$ cat config.mk
export PLATFORM = sky130hd
export DESIGN_NAME = ascii_decimal_calculator
export DESIGN_NICKNAME = d
export VERILOG_FILES = /design/src/hdl/adc_pkg.sv /design/src/hdl/ascii_decimal_calculator.sv /design/src/hdl/adc_front.sv /design/src/hdl/adc_queue.sv /design/src/hdl/adc_back.sv
export SDC_FILE = /design/constraint.sdc
export NUM_CORES = 1
export LEC_CHECK = 0
export ABC_AREA = 1
export BUFFER_PORTS_ARGS = -buffer_cell sky130_fd_sc_hd__buf_2
export CAP_MARGIN = 5
export CELL_PAD_IN_SITES_DETAIL_PLACEMENT = 1
export CELL_PAD_IN_SITES_GLOBAL_PLACEMENT = 1
export CORE_UTILIZATION = 42
export CTS_BUF_LIST = sky130_fd_sc_hd__clkbuf_8
export CTS_CLUSTER_SIZE = 8
export DETAILED_ROUTE_END_ITERATION = 10
export GPL_TIMING_DRIVEN = 0
export PLACE_DENSITY = 0.71
export SYNTH_ARGS = -nofsm -noshare
export SYNTH_HDL_FRONTEND = slang
export SYNTH_SLANG_ARGS = --single-unit
$ cat constraint.sdc
create_clock -name clk_i -period 13.6 [get_ports clk_i]
set_input_delay 1.36 -clock clk_i [delete_from_list [all_inputs] [get_ports clk_i]]
set_output_delay 1.36 -clock clk_i [all_outputs]
set_load 0.02 [all_outputs]
$ cat src/hdl/adc_pkg.sv
// adc_pkg: shared types and constants of the ascii decimal calculator
// character codes, operator classes and the token passed from front to back
// used by adc_front, adc_queue, adc_back and ascii_decimal_calculator
package adc_pkg;

  // character codes
  localparam logic [7:0] CH_CR    = 8'd13;
  localparam logic [7:0] CH_LF    = 8'd10;
  localparam logic [7:0] CH_MINUS = 8'd45;
  localparam logic [7:0] CH_ZERO  = 8'd48;
  localparam logic [7:0] CH_PLUS  = 8'd43;
  localparam logic [7:0] CH_AND   = 8'd38;
  localparam logic [7:0] CH_OR    = 8'd124;
  localparam logic [7:0] CH_XOR   = 8'd94;

  // decimal radix of the accumulator
  localparam int unsigned RADIX = 10;

  // default build values
  localparam int MAX_DIGITS_DEF  = 10;
  localparam int QUEUE_DEPTH_DEF = 4;

  // width of the per-number byte counter
  localparam int CNT_W = 4;

  // operator class of a byte
  typedef enum logic [2:0] {
    OP_ADD,
    OP_SUB,
    OP_AND,
    OP_OR,
    OP_XOR,
    OP_BAD
  } op_e;

  // classified byte as queued between front and back
  typedef struct packed {
    logic [7:0] data;
    logic       eol;
    logic       minus;
    op_e        op;
  } token_t;

endpackage

$ cat src/hdl/ascii_decimal_calculator.sv
// result path: the byte ending the second number goes through the token queue,
//   the operand staging register and the output register; output stalls hold it
// throughput: one byte per cycle unless the queue fills; the parser's times-ten
//   accumulate is combinational; the token queue absorbs short output stalls
// reset: asynchronous, active low; queue emptied, parser back to the first number
module ascii_decimal_calculator #(
  parameter int MAX_DIGITS  = adc_pkg::MAX_DIGITS_DEF,
  parameter int QUEUE_DEPTH = adc_pkg::QUEUE_DEPTH_DEF
) (
  input  logic        clk_i,
  input  logic        rst_ni,
  input  logic        s_axis_tvalid,
  output logic        s_axis_tready,
  input  logic [7:0]  s_axis_tdata,   // [7:0] rx_byte
  output logic        m_axis_tvalid,
  input  logic        m_axis_tready,
  output logic [31:0] m_axis_tdata,   // [31:0] result_value
  output logic        m_axis_tuser    // [0] invalid_op
);

  adc_pkg::token_t front_tok, queue_tok;
  logic            q_full, q_empty, back_ready;

  // byte classification
  adc_front u_front (
    .data_i (s_axis_tdata),
    .tok_o  (front_tok)
  );

  assign s_axis_tready = ~q_full;

  // token queue
  adc_queue #(
    .Depth (QUEUE_DEPTH)
  ) u_queue (
    .clk_i   (clk_i),
    .rst_ni  (rst_ni),
    .push_i  (s_axis_tvalid),
    .data_i  (front_tok),
    .full_o  (q_full),
    .pop_i   (back_ready),
    .data_o  (queue_tok),
    .empty_o (q_empty)
  );

  // parser and alu
  adc_back #(
    .MaxDigits (MAX_DIGITS)
  ) u_back (
    .clk_i       (clk_i),
    .rst_ni      (rst_ni),
    .tok_i       (queue_tok),
    .tok_valid_i (~q_empty),
    .tok_ready_o (back_ready),
    .out_valid_o (m_axis_tvalid),
    .out_ready_i (m_axis_tready),
    .result_o    (m_axis_tdata),
    .invalid_o   (m_axis_tuser)
  );

endmodule

$ cat src/hdl/adc_front.sv
// adc_front: classifies each received byte into a token
// marks line ends, the minus sign and the operator class
// depends on adc_pkg
module adc_front (
  input  logic [7:0]      data_i,
  output adc_pkg::token_t tok_o
);

  // operator class lookup
  adc_pkg::op_e op_class;

  always_comb begin
    case (data_i)
      adc_pkg::CH_PLUS:  op_class = adc_pkg::OP_ADD;
      adc_pkg::CH_MINUS: op_class = adc_pkg::OP_SUB;
      adc_pkg::CH_AND:   op_class = adc_pkg::OP_AND;
      adc_pkg::CH_OR:    op_class = adc_pkg::OP_OR;
      adc_pkg::CH_XOR:   op_class = adc_pkg::OP_XOR;
      default:           op_class = adc_pkg::OP_BAD;
    endcase
  end

  // token assembly
  always_comb begin
    tok_o.data  = data_i;
    tok_o.eol   = (data_i == adc_pkg::CH_CR) || (data_i == adc_pkg::CH_LF);
    tok_o.minus = (data_i == adc_pkg::CH_MINUS);
    tok_o.op    = op_class;
  end

endmodule

$ cat src/hdl/adc_queue.sv
// adc_queue: small token fifo between front and back
// register storage with read and write pointers and a fill count
// depends on adc_pkg
module adc_queue #(
  parameter int Depth = adc_pkg::QUEUE_DEPTH_DEF
) (
  input  logic            clk_i,
  input  logic            rst_ni,
  input  logic            push_i,
  input  adc_pkg::token_t data_i,
  output logic            full_o,
  input  logic            pop_i,
  output adc_pkg::token_t data_o,
  output logic            empty_o
);

  localparam int PtrW = (Depth > 1) ? $clog2(Depth) : 1;
  localparam int CntW = $clog2(Depth + 1);

  adc_pkg::token_t mem_q [Depth];
  logic [PtrW-1:0] wr_ptr_q, wr_ptr_d;
  logic [PtrW-1:0] rd_ptr_q, rd_ptr_d;
  logic [CntW-1:0] cnt_q, cnt_d;
  logic            push, pop;

  assign full_o  = (cnt_q == CntW'(Depth));
  assign empty_o = (cnt_q == '0);
  assign push    = push_i & ~full_o;
  assign pop     = pop_i & ~empty_o;
  assign data_o  = mem_q[rd_ptr_q];

  // pointer and count update
  always_comb begin
    wr_ptr_d = wr_ptr_q;
    rd_ptr_d = rd_ptr_q;
    cnt_d    = cnt_q;
    if (push) begin
      wr_ptr_d = (wr_ptr_q == PtrW'(Depth - 1)) ? '0 : wr_ptr_q + PtrW'(1);
    end
    if (pop) begin
      rd_ptr_d = (rd_ptr_q == PtrW'(Depth - 1)) ? '0 : rd_ptr_q + PtrW'(1);
    end
    case ({push, pop})
      2'b10:   cnt_d = cnt_q + CntW'(1);
      2'b01:   cnt_d = cnt_q - CntW'(1);
      default: cnt_d = cnt_q;
    endcase
  end

  always_ff @(posedge clk_i or negedge rst_ni) begin
    if (!rst_ni) begin
      wr_ptr_q <= '0;
      rd_ptr_q <= '0;
      cnt_q    <= '0;
    end else begin
      wr_ptr_q <= wr_ptr_d;
      rd_ptr_q <= rd_ptr_d;
      cnt_q    <= cnt_d;
    end
  end

  // token storage
  always_ff @(posedge clk_i) begin
    if (push) begin
      mem_q[wr_ptr_q] <= data_i;
    end
  end

endmodule

$ cat src/hdl/adc_back.sv
// adc_back: number parser, operand staging and result alu
// parses tokens into two signed operands and computes the result beat
// depends on adc_pkg
module adc_back #(
  parameter int MaxDigits = adc_pkg::MAX_DIGITS_DEF
) (
  input  logic            clk_i,
  input  logic            rst_ni,
  input  adc_pkg::token_t tok_i,
  input  logic            tok_valid_i,
  output logic            tok_ready_o,
  output logic            out_valid_o,
  input  logic            out_ready_i,
  output logic [31:0]     result_o,
  output logic            invalid_o
);

  localparam int CntW = adc_pkg::CNT_W;

  localparam logic [1:0] PhNum1 = 2'd0;
  localparam logic [1:0] PhOp   = 2'd1;
  localparam logic [1:0] PhNum2 = 2'd2;

  // parser state
  logic [1:0]      phase_q, phase_d;
  logic [CntW-1:0] cnt_q, cnt_d;
  logic [31:0]     acc_q, acc_d;
  logic            neg_q, neg_d;
  logic [31:0]     first_m_q, first_m_d;
  logic            first_neg_q, first_neg_d;
  adc_pkg::op_e    op_q, op_d;

  // operand staging
  logic            pend_valid_q;
  logic [31:0]     pa_m_q, pb_m_q;
  logic            pa_neg_q, pb_neg_q;
  adc_pkg::op_e    pend_op_q;
  logic            pend_load, pend_go;

  // output register
  logic            out_valid_q;
  logic [31:0]     result_q;
  logic            invalid_q;

  // number step
  logic [31:0]     acc_mac;
  logic            first_minus;
  logic [31:0]     step_m;
  logic            step_neg;
  logic [CntW-1:0] cnt_inc;
  logic            num_done;
  logic            take;

  assign pend_go     = pend_valid_q & (~out_valid_q | out_ready_i);
  assign tok_ready_o = ~pend_valid_q | pend_go;
  assign take        = tok_valid_i & tok_ready_o;

  // acc * 10 + (byte - '0'), wrapping
  assign acc_mac = (acc_q << 3) + (acc_q << 1) + {24'd0, tok_i.data}
                 - {24'd0, adc_pkg::CH_ZERO};
  assign first_minus = (cnt_q == '0) && tok_i.minus;
  assign cnt_inc     = cnt_q + CntW'(1);
  assign step_m      = (tok_i.eol || first_minus) ? acc_q : acc_mac;
  assign step_neg    = neg_q | (first_minus & ~tok_i.eol);
  assign num_done    = tok_i.eol || (cnt_inc >= CntW'(MaxDigits));

  // parser sequencing
  always_comb begin
    phase_d     = phase_q;
    cnt_d       = cnt_q;
    acc_d       = acc_q;
    neg_d       = neg_q;
    first_m_d   = first_m_q;
    first_neg_d = first_neg_q;
    op_d        = op_q;
    pend_load   = 1'b0;
    if (take) begin
      case (phase_q)
        PhOp: begin
          op_d    = tok_i.op;
          phase_d = PhNum2;
        end
        default: begin
          if (num_done) begin
            cnt_d = '0;
            acc_d = '0;
            neg_d = 1'b0;
            if (phase_q == PhNum2) begin
              pend_load = 1'b1;
              phase_d   = PhNum1;
            end else begin
              first_m_d   = step_m;
              first_neg_d = step_neg;
              phase_d     = PhOp;
            end
          end else begin
            cnt_d = cnt_inc;
            acc_d = step_m;
            neg_d = step_neg;
            if (phase_q != PhNum2) begin
              phase_d = PhNum1;
            end
          end
        end
      endcase
    end
  end

  always_ff @(posedge clk_i or negedge rst_ni) begin
    if (!rst_ni) begin
      phase_q     <= PhNum1;
      cnt_q       <= '0;
      acc_q       <= '0;
      neg_q       <= 1'b0;
      first_m_q   <= '0;
      first_neg_q <= 1'b0;
      op_q        <= adc_pkg::OP_BAD;
    end else begin
      phase_q     <= phase_d;
      cnt_q       <= cnt_d;
      acc_q       <= acc_d;
      neg_q       <= neg_d;
      first_m_q   <= first_m_d;
      first_neg_q <= first_neg_d;
      op_q        <= op_d;
    end
  end

  // staging register valid
  always_ff @(posedge clk_i or negedge rst_ni) begin
    if (!rst_ni) begin
      pend_valid_q <= 1'b0;
    end else begin
      pend_valid_q <= pend_load | (pend_valid_q & ~pend_go);
    end
  end

  // staging register payload
  always_ff @(posedge clk_i) begin
    if (pend_load) begin
      pa_m_q    <= first_m_q;
      pa_neg_q  <= first_neg_q;
      pb_m_q    <= step_m;
      pb_neg_q  <= step_neg;
      pend_op_q <= op_q;
    end
  end

  // sign application and alu
  logic [31:0] va, vb, alu_res;
  logic        alu_bad;

  assign va = pa_neg_q ? (32'd0 - pa_m_q) : pa_m_q;
  assign vb = pb_neg_q ? (32'd0 - pb_m_q) : pb_m_q;

  always_comb begin
    alu_bad = 1'b0;
    case (pend_op_q)
      adc_pkg::OP_ADD: alu_res = va + vb;
      adc_pkg::OP_SUB: alu_res = va - vb;
      adc_pkg::OP_AND: alu_res = va & vb;
      adc_pkg::OP_OR:  alu_res = va | vb;
      adc_pkg::OP_XOR: alu_res = va ^ vb;
      default: begin
        alu_res = '0;
        alu_bad = 1'b1;
      end
    endcase
  end

  // output register
  always_ff @(posedge clk_i or negedge rst_ni) begin
    if (!rst_ni) begin
      out_valid_q <= 1'b0;
    end else begin
      out_valid_q <= pend_go | (out_valid_q & ~out_ready_i);
    end
  end

  always_ff @(posedge clk_i) begin
    if (pend_go) begin
      result_q  <= alu_res;
      invalid_q <= alu_bad;
    end
  end

  assign out_valid_o = out_valid_q;
  assign result_o    = result_q;
  assign invalid_o   = invalid_q;

  // checks
  a_cnt_below_max: assert property (@(posedge clk_i) disable iff (!rst_ni)
    cnt_q < CntW'(MaxDigits))
    else $error("byte count reached the digit limit without ending the number");

  a_op_phase_clear: assert property (@(posedge clk_i) disable iff (!rst_ni)
    (phase_q == PhOp) |-> (acc_q == '0) && (cnt_q == '0) && !neg_q)
    else $error("number state not cleared in operator phase");

  a_stage_to_out: assert property (@(posedge clk_i) disable iff (!rst_ni)
    pend_go |=> out_valid_q)
    else $error("staged operands moved but no result beat raised");

  a_no_stage_overrun: assert property (@(posedge clk_i) disable iff (!rst_ni)
    (pend_valid_q && !pend_go) |-> !pend_load)
    else $error("staging register overwritten while held");

endmodule

==> results.tsv, run 1 <==
stage	metric	value	unit
synthesis	commonest cells in the synthesized netlist	454 x nand2_1, 362 x inv_1, 194 x ha_1, 177 x nor2_1, 154 x edfxtp_1	
global_routing	vias in the first global route	16036	
floorplan	Die Y-Extent	207	um
placement	placed cell count	2767	
critical_path	critical path cell sequence	buf_2 > clkbuf_1 > clkbuf_1 > o21ai_0 > o22ai_1 > fa_1 > ha_1 > ha_1 > fa_1 > nand3_1 > nand2_1 > nand2_1 > nand2_1 > nand2_1 > nand2_1 > a21boi_1 > o21ai_1 > nand2_1 > nand2_1 > nand2_1 > nand2_1 > nand2_1 > nand3_1 > and2_1	
routing	DRT antenna net count	0	
synthesis	count leader, synth	nand2_1	
finish	final instance area	19600	um2
global_routing	total global-route track usage	0.259	
worst_hold_path	Hold Crit Class	flip-flop to flip-flop	
synthesis	number of synthesized flops with an enable pin	154	
floorplan	Ports	47	
synthesis	Cell variety after synth	54	
synthesis	Syn Inst Count	2184	
finish	Layout area overhead	11.1	%
timing	Peak Freq	179	MHz
critical_path	most used cell, CP	nand2_1	
run_status	status	finished clean	
finish	final cell utilization of the core	0.477	
floorplan	die width	207	um
timing	Final period util	0.411	
floorplan	row count	74	
finish	storage element area	6730	um2
routing	TritonRoute pass-1 iters	7	
clock_tree	clock sink count	238	
critical_path	WP data arrival	5.96	ns
routing	Total Routed Length	54.5	mm
run	max-cap check violation count	0	
synthesis	top cell type's share of synthesized area	0.262	
routing	drc violations	0	
timing	relative slew slack	0.119	
synthesis	leading area contributor after synthesis	edfxtp_1	
critical_path	CP startpoint kind	flip-flop	
critical_path	crit path kind	flip-flop to flip-flop	
critical_path	worst-path fanout max	10	
synthesis	register area share after synthesis	0.381	
synthesis	synth warn	0	
floorplan	Core Region	41100	um2
finish	fill cell count	5102	
timing	final setup vio count	0	
timing	setup_tns	0	ns
global_routing	first-pass GRT wire length	87.4	mm
synthesis	Syn Area/Cell	8.08	um2
critical_path	Critical Path RT	13.97	ns
finish	Final Non-Filler Cells	2850	
placement	hpwl dp	44.5	mm
timing	clock skew	0.0374	ns
synthesis	ys async rst share	0.353	
clock_tree	hold_buf cts	0	
global_routing	initial antenna violation count	0	
finish	footprint of the multi-input gates	9370	um2
placement	Placer Congestion	0.915	
clock_tree	# resized after CTS	0	
synthesis	Synthesized Nets	2398	
global_routing	total gr overflow	0	
clock_tree	Inserted Clock Buffers	43	
clock_tree	buffer depth of the longest clock path	3	
critical_path	CP Buf/Inv Count	3	
critical_path	CP endpoint kind	flip-flop	
timing	worst-margin pin slew	1.29	ns
timing	final worst path period need	5.59	ns
synthesis	Area contributors post-synth	edfxtp_1 26%, ha_1 14%, dfrtp_1 12%, nand2_1 9.7%, inv_1 7.7%	
critical_path	cell family with most CP delay	adder cells	
finish	share of layout cells above drive strength 1	0.0915	
timing	RSZ-0062 raised after global routing	no	
floorplan	Initial Utilization	0.429	
clock_tree	CTS tree	built	
global_routing	largest net degree at the start of global routing	51	
routing	DR vias/cell	5.27	
synthesis	Post-Syn Area	17700	um2
routing	WL per Instance	19.1	um
timing	Hold Vio Cnt, Final	0	
routing	drt initial violations	625	
critical_path	Max stage delay on crit path	0.55	ns
synthesis	Seq cells post-synth	238	
synthesis	prevailing post-synth register cell	edfxtp_1	
clock_tree	Setup Fix Bufs, Post-CTS	0	
clock_tree	clk_lat worst skew	0.63	ns
placement	placed inst area	18700	um2
critical_path	critical path's slowest cell	fa_1	
clock_tree	clock root buffer	clkbuf_8	
floorplan	die area	42900	um2
routing	overall via count from detail_route	15027	
timing	Final Max Tran Viols	0	
clock_tree	H-tree Lvls	2	
finish	Nets	2496	
clock_tree	clock-pin transition on the worst setup and hold timing paths	0.06	ns
placement	Port Buf Inserts	46	
## logic make-up after synthesis
family	synth area share
xor gates and xnor gates	0.0392
adders and majority gates	0.147
buffers and inverters	0.0892
muxes	0.00191
DFF	0.381
and+or+nand+nor	0.216
AOI/OAI and AO/OA	0.126
## worst register-to-register path, cell delays in order (launching register included)
cell,delay (ns)
dfrtp_1,0.37
buf_2,0.22
clkbuf_1,0.44
clkbuf_1,0.39
o21ai_0,0.16
o22ai_1,0.51
fa_1,0.56
ha_1,0.32
ha_1,0.24
fa_1,0.41
nand3_1,0.10
nand2_1,0.09
nand2_1,0.07
nand2_1,0.10
nand2_1,0.08
nand2_1,0.13
a21boi_1,0.24
o21ai_1,0.15
nand2_1,0.09
nand2_1,0.10
nand2_1,0.09
nand2_1,0.11
nand2_1,0.09
nand3_1,0.12
and2_1,0.19
## state kept, by name, indices dropped and copies added (netlist names)
register	cells
u_back.pa_m_q	32
u_queue.wr_ptr_q	2
u_back.acc_q	32
u_back.pb_m_q	32
u_back.pend_valid_q	1
u_back.pa_neg_q	1
u_back.out_valid_o	1
u_back.first_m_q	32
u_back.result_o	32
u_back.neg_q	1
u_back.phase_q	2
u_back.pb_neg_q	1
u_queue.cnt_q	3
u_back.first_neg_q	1
u_back.invalid_o	1
u_queue.rd_ptr_q	2
u_back.pend_op_q	3
u_back.op_q	3
u_queue.mem_q	52
u_back.cnt_q	4
## metal layers
layer  GRT usage  up-vias  part of all wire
li1            -     7433                 -
met1       0.319     7295              0.44
met2       0.460      208              0.49
met3      0.0305       91             0.027
met4       0.105        0             0.039
met5           0        -                 0
## worst paths after layout
kind,start,endpoint,slack [ns],cells past startpoint
max in group asynchronous,rst_ni,u_back.op_q[0],12.19,2
worst max-delay path,u_queue.rd_ptr_q[0],u_back.pb_m_q[31],8.01,24
worst max register to register,u_queue.rd_ptr_q[0],u_back.pb_m_q[31],8.01,24
worst min-delay path,u_back.first_m_q[8],u_back.pa_m_q[8],0.44,0
worst min register to register,u_back.first_m_q[8],u_back.pa_m_q[8],0.44,0
min in group asynchronous,rst_ni,u_back.acc_q[3],0.72,1
## metrics by stage
stage | setup WS (ns) | hold WS, ns
finish | 8.01 | 0.441
global route | 7.53 | 0.454
CTS | 7.91 | 0.432
detailed placement | 7.91 | 0.435
global placement | 6.31 | 0.431
floorplan | 8.17 | 0.421
## final cells by class
cell class	instances	area share
clock buffer	50	0.0351
clock inverter	30	0.0115
buffer	48	0.0102
multi-input combinational	1532	0.478
timing repair buffer	53	0.0179
antenna	1	0.000128
tap	532	0.0339
inverter	366	0.0701
sequential	238	0.343
## cell usage in the layout (no fill, tap or decap), types with 67 or more instances in the layout
cell,synthesis,routed
nand2_1,454,454
inv_1,362,378
ha_1,194,194
nor2_1,177,175
edfxtp_1,154,154
o21ai_0,139,139
nand3_1,101,101
a21oi_1,84,83
dfrtp_1,82,82
xor2_1,67,67
Power of run 1 is not shown: default switching activity piles up to over one toggle a cycle in this logic, so the estimate is an artifact.
==> inputs of run 2 (changes only) <==
clock period = 5.2 ns   (was 13.6 ns; I/O delays follow)
==> results.tsv, run 2 (same netlist as run 1, synthesis figures left out) <==
stage	metric	value	unit
finish	storage element area	6730	um2
critical_path	reg-to-reg startpoint	u_back.pb_m_q[0]	
critical_path	CP Buf/Inv Count	1	
clock_tree	clock-pin transition on the worst setup and hold timing paths	0.06	ns
timing	final worst path period need	5.00	ns
timing	Final period util	0.962	
routing	Total Routed Length	54.5	mm
routing	overall via count from detail_route	15039	
routing	DRT antenna net count	0	
critical_path	WP data arrival	5.32	ns
clock_tree	clock sink count	238	
routing	TritonRoute pass-1 iters	7	
routing	drt initial violations	643	
worst_hold_path	min-delay src	s_axis_tdata[5]	
timing	final setup vio count	0	
clock_tree	clock root buffer	clkbuf_8	
placement	hpwl dp	44.5	mm
global_routing	initial antenna violation count	0	
floorplan	Ports	47	
timing	clock skew	0.0375	ns
critical_path	most used cell, CP	nand2_1	
global_routing	vias in the first global route	16034	
finish	Nets	2494	
finish	max reg flops	52	
clock_tree	clk_lat worst skew	0.63	ns
timing	RSZ-0062 raised after global routing	yes	
finish	Top reg by flops	u_queue.mem_q	
critical_path	Critical Path RT	5.52	ns
floorplan	row count	74	
finish	most frequent cells in the layout	454 x nand2_1, 377 x inv_1, 194 x ha_1	
run_status	status	finished clean	
routing	drc violations	0	
timing	Hold Vio Cnt, Final	0	
floorplan	Core Region	41100	um2
clock_tree	H-tree Lvls	2	
worst_hold_path	Hold Crit Class	input port to flip-flop	
routing	DR vias/cell	5.28	
critical_path	crit path from	u_back.pb_m_q[0]	
finish	footprint of the multi-input gates	9410	um2
floorplan	Die Y-Extent	207	um
placement	Placer Congestion	0.915	
global_routing	first-pass GRT wire length	87.3	mm
timing	Peak Freq	200	MHz
clock_tree	CTS tree	built	
clock_tree	buffer depth of the longest clock path	3	
worst_hold_path	WHS Path Cells	1	
run	max-cap check violation count	0	
finish	most common cell after layout, fill and taps aside	nand2_1	
critical_path	cell family with most CP delay	simple AND/OR/NAND/NOR gates	
clock_tree	Setup Fix Bufs, Post-CTS	0	
timing	Final Max Tran Viols	0	
global_routing	total global-route track usage	0.259	
placement	Port Buf Inserts	46	
critical_path	worst-path fanout max	6	
timing	worst-margin pin slew	1.26	ns
finish	share of layout cells above drive strength 1	0.0968	
critical_path	crit path kind	flip-flop to flip-flop	
finish	final cell utilization of the core	0.478	
finish	Layout area overhead	11.3	%
critical_path	critical path's slowest cell	edfxtp_1	
critical_path	CP endpoint kind	flip-flop	
clock_tree	Inserted Clock Buffers	43	
finish	fill cell count	5096	
worst_hold_path	Hold Path End	u_queue.mem_q[1][10]	
critical_path	FF-to-FF setup slack	0.20	ns
critical_path	Reg2Reg Depth	24	
critical_path	Critical R2R Capture	u_back.result_o[30]	
global_routing	largest net degree at the start of global routing	51	
floorplan	die width	207	um
routing	WL per Instance	19.1	um
critical_path	critical path cell sequence	inv_1 > ha_1 > nand2_1 > o21ai_1 > nor2_1 > nand2_2 > nor2_4 > nand3_1 > nor2_2 > nand2_2 > nor2_4 > nand2_1 > nor3_2 > nand2_1 > o21ai_2 > xor2_1 > ha_1 > a21oi_1 > o21ai_0 > a221oi_1 > o21ai_1 > or2_2 > nand3_1 > o2111ai_1	
floorplan	Initial Utilization	0.429	
global_routing	total gr overflow	0	
critical_path	Max stage delay on crit path	0.50	ns
floorplan	die area	42900	um2
timing	relative slew slack	0.138	
critical_path	CP startpoint kind	flip-flop	
==> run 2: cell count changes in the layout (fill, tap and decap cells not counted), moves of 2 or more <==
| cell | change |
|---|---|
| clkbuf_1 | -6 |
| a21oi_1 | -3 |
| a21oi_2 | +3 |
| a21boi_0 | -2 |
| clkbuf_2 | +2 |
| o22ai_1 | -2 |
| o22ai_2 | +2 |
==> run 2: layout make-up <==
type / count / share of cell area
Sequential cell: 238 / 0.342
Clock buffer: 50 / 0.0350
Buffer: 44 / 0.00987
Multi-Input combinational cell: 1532 / 0.479
Antenna cell: 1 / 0.000127
Inverter: 366 / 0.0701
Timing Repair Buffer: 54 / 0.0183
Timing Repair inverter: 1 / 0.000255
Tap cell: 532 / 0.0339
Clock inverter: 30 / 0.0115
==> run 2: worst max path at each step <==
stage,end,slack (ns),depth (start not counted)
after global routing,u_back.result_o[30],-0.14,25
after detailed placement,u_back.pb_m_q[25],-0.49,21
after CTS,u_back.pb_m_q[31],0.02,23
after global placement,u_back.pa_m_q[1],-1.25,8
after floorplan,u_back.pa_m_q[0],0.61,7
final,u_back.result_o[30],0.20,24
==> run 2: stage by stage <==
stage	instances	setup TNS (ns)	cell area, um2	hold WS (ns)	worst slack [ns]
after global placement	2762	-90.01	18600	0.431	-1.25
after CTS	2846	0	19600	0.120	0.0191
final	2848	0	19700	0.159	0.196
after floorplan	2184	0	17700	0.224	0.609
after detailed placement	2767	-8.20	18700	0.435	-0.486
after global routing	2847	-0.168	19700	0.140	-0.144
==> run 2: layer usage <==
metal,up-vias,global-route usage,wire length [um]
met4,0,0.105,2120
met2,222,0.460,26900
met3,91,0.0305,1430
met5,-,0,0
met1,7291,0.318,24100
li1,7435,-,-
==> run 2: repair_timing <==
item / in CTS / in global routing
gates cloned: 0 / 1
pin swaps: 0 / 1
resized for setup: 2 / 17
hold buffers: 1 / 0
endpoints found under the setup margin: 46 / 28
endpoints found under the hold margin: 34 / 0
Power of run 2 is left out for the same reason.
==> inputs of run 3 (changes only) <==
ABC_AREA = default   (was 1)
PLACE_DENSITY = 0.68   (was 0.71)
==> results.tsv, run 3 <==
stage	metric	value	unit
floorplan	die area	40600	um2
clock_tree	clock sink count	238	
placement	placed inst area	17700	um2
critical_path	Critical Path RT	5.53	ns
synthesis	Syn Inst Count	1664	
timing	Peak Freq	193	MHz
clock_tree	Inserted Clock Buffers	42	
critical_path	crit path kind	flip-flop to flip-flop	
critical_path	CP startpoint kind	flip-flop	
synthesis	commonest cells in the synthesized netlist	194 x ha_1, 186 x inv_1, 154 x edfxtp_1, 129 x nand2_1, 114 x o21ai_0	
placement	Placer Congestion	0.889	
routing	WL met3	1.57	mm
routing	DR vias/cell	5.51	
finish	Nets	2056	
finish	Top reg by flops	u_queue.mem_q	
critical_path	critical path's slowest cell	edfxtp_1	
critical_path	worst-path fanout max	7	
global_routing	largest net degree at the start of global routing	66	
pwr	Peak VDD IR	318	uV
clock_tree	clock root buffer	clkbuf_8	
run_status	status	finished clean	
global_routing	total global-route track usage	0.247	
synthesis	Seq cells post-synth	238	
synthesis	top cell type's share of synthesized area	0.276	
critical_path	most used cell, CP	a21o_1	
synthesis	Synthesized Nets	1878	
critical_path	critical path cell sequence	or3_4 > buf_4 > mux2_2 > o31ai_4 > a32o_2 > buf_4 > a41o_1 > xnor2_1 > ha_1 > a21o_1 > a21o_1 > a221o_1 > nor2b_4 > a311o_1 > o221a_4 > a311oi_4 > o21ai_2 > mux2i_1 > a21o_1	
clock_tree	clock-pin transition on the worst setup and hold timing paths	0.06	ns
floorplan	row count	72	
finish	final cell utilization of the core	0.510	
timing	relative slew slack	0.253	
global_routing	first-pass GRT wire length	78.8	mm
critical_path	WP data arrival	5.51	ns
placement	placed cell count	2230	
global_routing	vias in the first global route	14133	
critical_path	CP Buf/Inv Count	2	
finish	storage element area	6730	um2
timing	worst-margin pin slew	1.11	ns
routing	DRT antenna net count	0	
synthesis	ys async rst share	0.353	
synthesis	leading area contributor after synthesis	edfxtp_1	
routing	drc violations	0	
finish	footprint of the multi-input gates	9750	um2
pwr	total power	0.0144	W
routing	M1 WL	22.0	mm
routing	WL per Instance	20.8	um
routing	met2 WL	24.5	mm
synthesis	number of synthesized flops with an enable pin	154	
synthesis	synth warn	0	
critical_path	CP endpoint kind	flip-flop	
floorplan	Core Region	39000	um2
timing	Final period util	0.995	
pwr	Power Density	724	nW/um2
critical_path	Max stage delay on crit path	0.48	ns
finish	Layout area overhead	18.9	%
placement	hpwl dp	37.3	mm
routing	overall via count from detail_route	13188	
timing	RSZ-0062 raised after global routing	yes	
synthesis	count leader, synth	ha_1	
routing	Total Routed Length	49.9	mm
timing	Fin Hold WS	0.186	ns
floorplan	Initial Utilization	0.429	
placement	Port Buf Inserts	46	
clock_tree	clk_lat worst skew	0.61	ns
worst_hold_path	Hold Crit Class	input port to flip-flop	
timing	final worst path period need	5.18	ns
finish	max reg flops	52	
finish	most common cell after layout, fill and taps aside	inv_1	
floorplan	Die Y-Extent	202	um
run	max-cap check violation count	0	
synthesis	Post-Syn Area	16700	um2
timing	clock skew	0.0356	ns
finish	fill cell count	4381	
finish	final instance area	19900	um2
synthesis	Area contributors post-synth	edfxtp_1 28%, ha_1 15%, dfrtp_1 12%, xnor2_1 5.0%, inv_1 4.2%	
synthesis	Cell variety after synth	75	
critical_path	cell family with most CP delay	compound AO/OA/AOI/OAI gates	
timing	final setup vio count	0	
global_routing	initial antenna violation count	1	
critical_path	FF-to-FF setup slack	0.02	ns
finish	Final Non-Filler Cells	2393	
synthesis	Syn Area/Cell	10.1	um2
routing	TritonRoute pass-1 iters	5	
timing	Final Max Tran Viols	0	
finish	share of layout cells above drive strength 1	0.191	
pwr	leakage power	8.73	nW
clock_tree	buffer depth of the longest clock path	3	
clock_tree	CTS tree	built	
clock_tree	H-tree Lvls	2	
synthesis	register area share after synthesis	0.402	
floorplan	Ports	47	
timing	Hold Vio Cnt, Final	0	
global_routing	total gr overflow	0	
finish	most frequent cells in the layout	201 x inv_1, 186 x ha_1, 154 x edfxtp_1	
routing	top sig layer	met4	
floorplan	die width	202	um
synthesis	prevailing post-synth register cell	edfxtp_1	
routing	drt initial violations	578	
run 3: where the power goes:
group	total (W)	internal (W)	switching, W
Sequential	0.00310	0.00277	0.000330
Clock	0.00170	0.000891	0.000805
Combinational	0.00961	0.00388	0.00573
run 3: repair_timing:
item / 4_1_cts / 5_1_grt
hold buffers: 1 / 0
resized for setup: 94 / 67
endpoints found under the setup margin: 71 / 20
pin swaps: 39 / 51
setup buffers: 56 / 37
endpoints found under the hold margin: 17 / 0
run 3: layout make-up:
type / instances / share of cell area
multi-input combinational: 1182 / 0.490
sequential: 238 / 0.338
timing repair buffer: 143 / 0.0524
inverter: 187 / 0.0353
tap: 518 / 0.0326
clock buffer: 44 / 0.0304
buffer: 48 / 0.0109
clock inverter: 32 / 0.00994
antenna: 1 / 0.000126
run 3: worst reg2reg max path, cell delays in order, from the launching register on:
cell      delay [ns]
edfxtp_1        0.48
or3_4           0.43
buf_4           0.16
mux2_2          0.25
o31ai_4         0.07
a32o_2          0.29
buf_4           0.15
a41o_1          0.18
xnor2_1         0.23
ha_1            0.34
a21o_1          0.22
a21o_1          0.18
a221o_1         0.31
nor2b_4         0.13
a311o_1         0.38
o221a_4         0.30
a311oi_4        0.43
o21ai_2         0.09
mux2i_1         0.13
a21o_1          0.17
run 3: cell families (layout without fill, tap and decap cells):
logic type,count (synthesis),after routing,synth area share
other,0,1,0
buffers and inverters,244,454,0.0559
xor gates and xnor gates,151,151,0.0795
AOI/OAI and AO/OA,407,407,0.158
muxes,51,51,0.0424
and+or+nand+nor,371,371,0.107
adders and majority gates,202,202,0.155
DFF,238,238,0.402
run 3: layer usage:
| layer | vias to the layer above | global-route usage |
|---|---|---|
| li1 | 6306 | - |
| met5 | - | 0 |
| met1 | 6542 | 0.315 |
| met4 | 0 | 0.0947 |
| met3 | 94 | 0.0319 |
| met2 | 246 | 0.425 |
run 3: worst paths after layout:
check,end,from,depth (start not counted)
setup / recovery,u_back.result_o[28],u_back.pb_m_q[0],19
hold / removal,u_queue.mem_q[2][8],s_axis_tdata[3],1
setup reg to reg,u_back.result_o[28],u_back.pb_m_q[0],19
hold reg to reg,u_back.pa_m_q[16],u_back.first_m_q[16],0
max in group asynchronous,u_back.acc_q[7],rst_ni,3
min in group asynchronous,u_queue.rd_ptr_q[0],rst_ni,2
run 3: stage by stage:
stage	worst slack (ns)	setup TNS [ns]
5_1_grt	-0.188	-0.611
2_1_floorplan	-0.0145	-0.0145
6_report	0.0248	0
4_1_cts	-0.0149	-0.0149
3_5_place_dp	-1.55	-38.45
3_3_place_gp	-1.49	-32.19
Note: power is estimated with default switching activity, not from simulation.
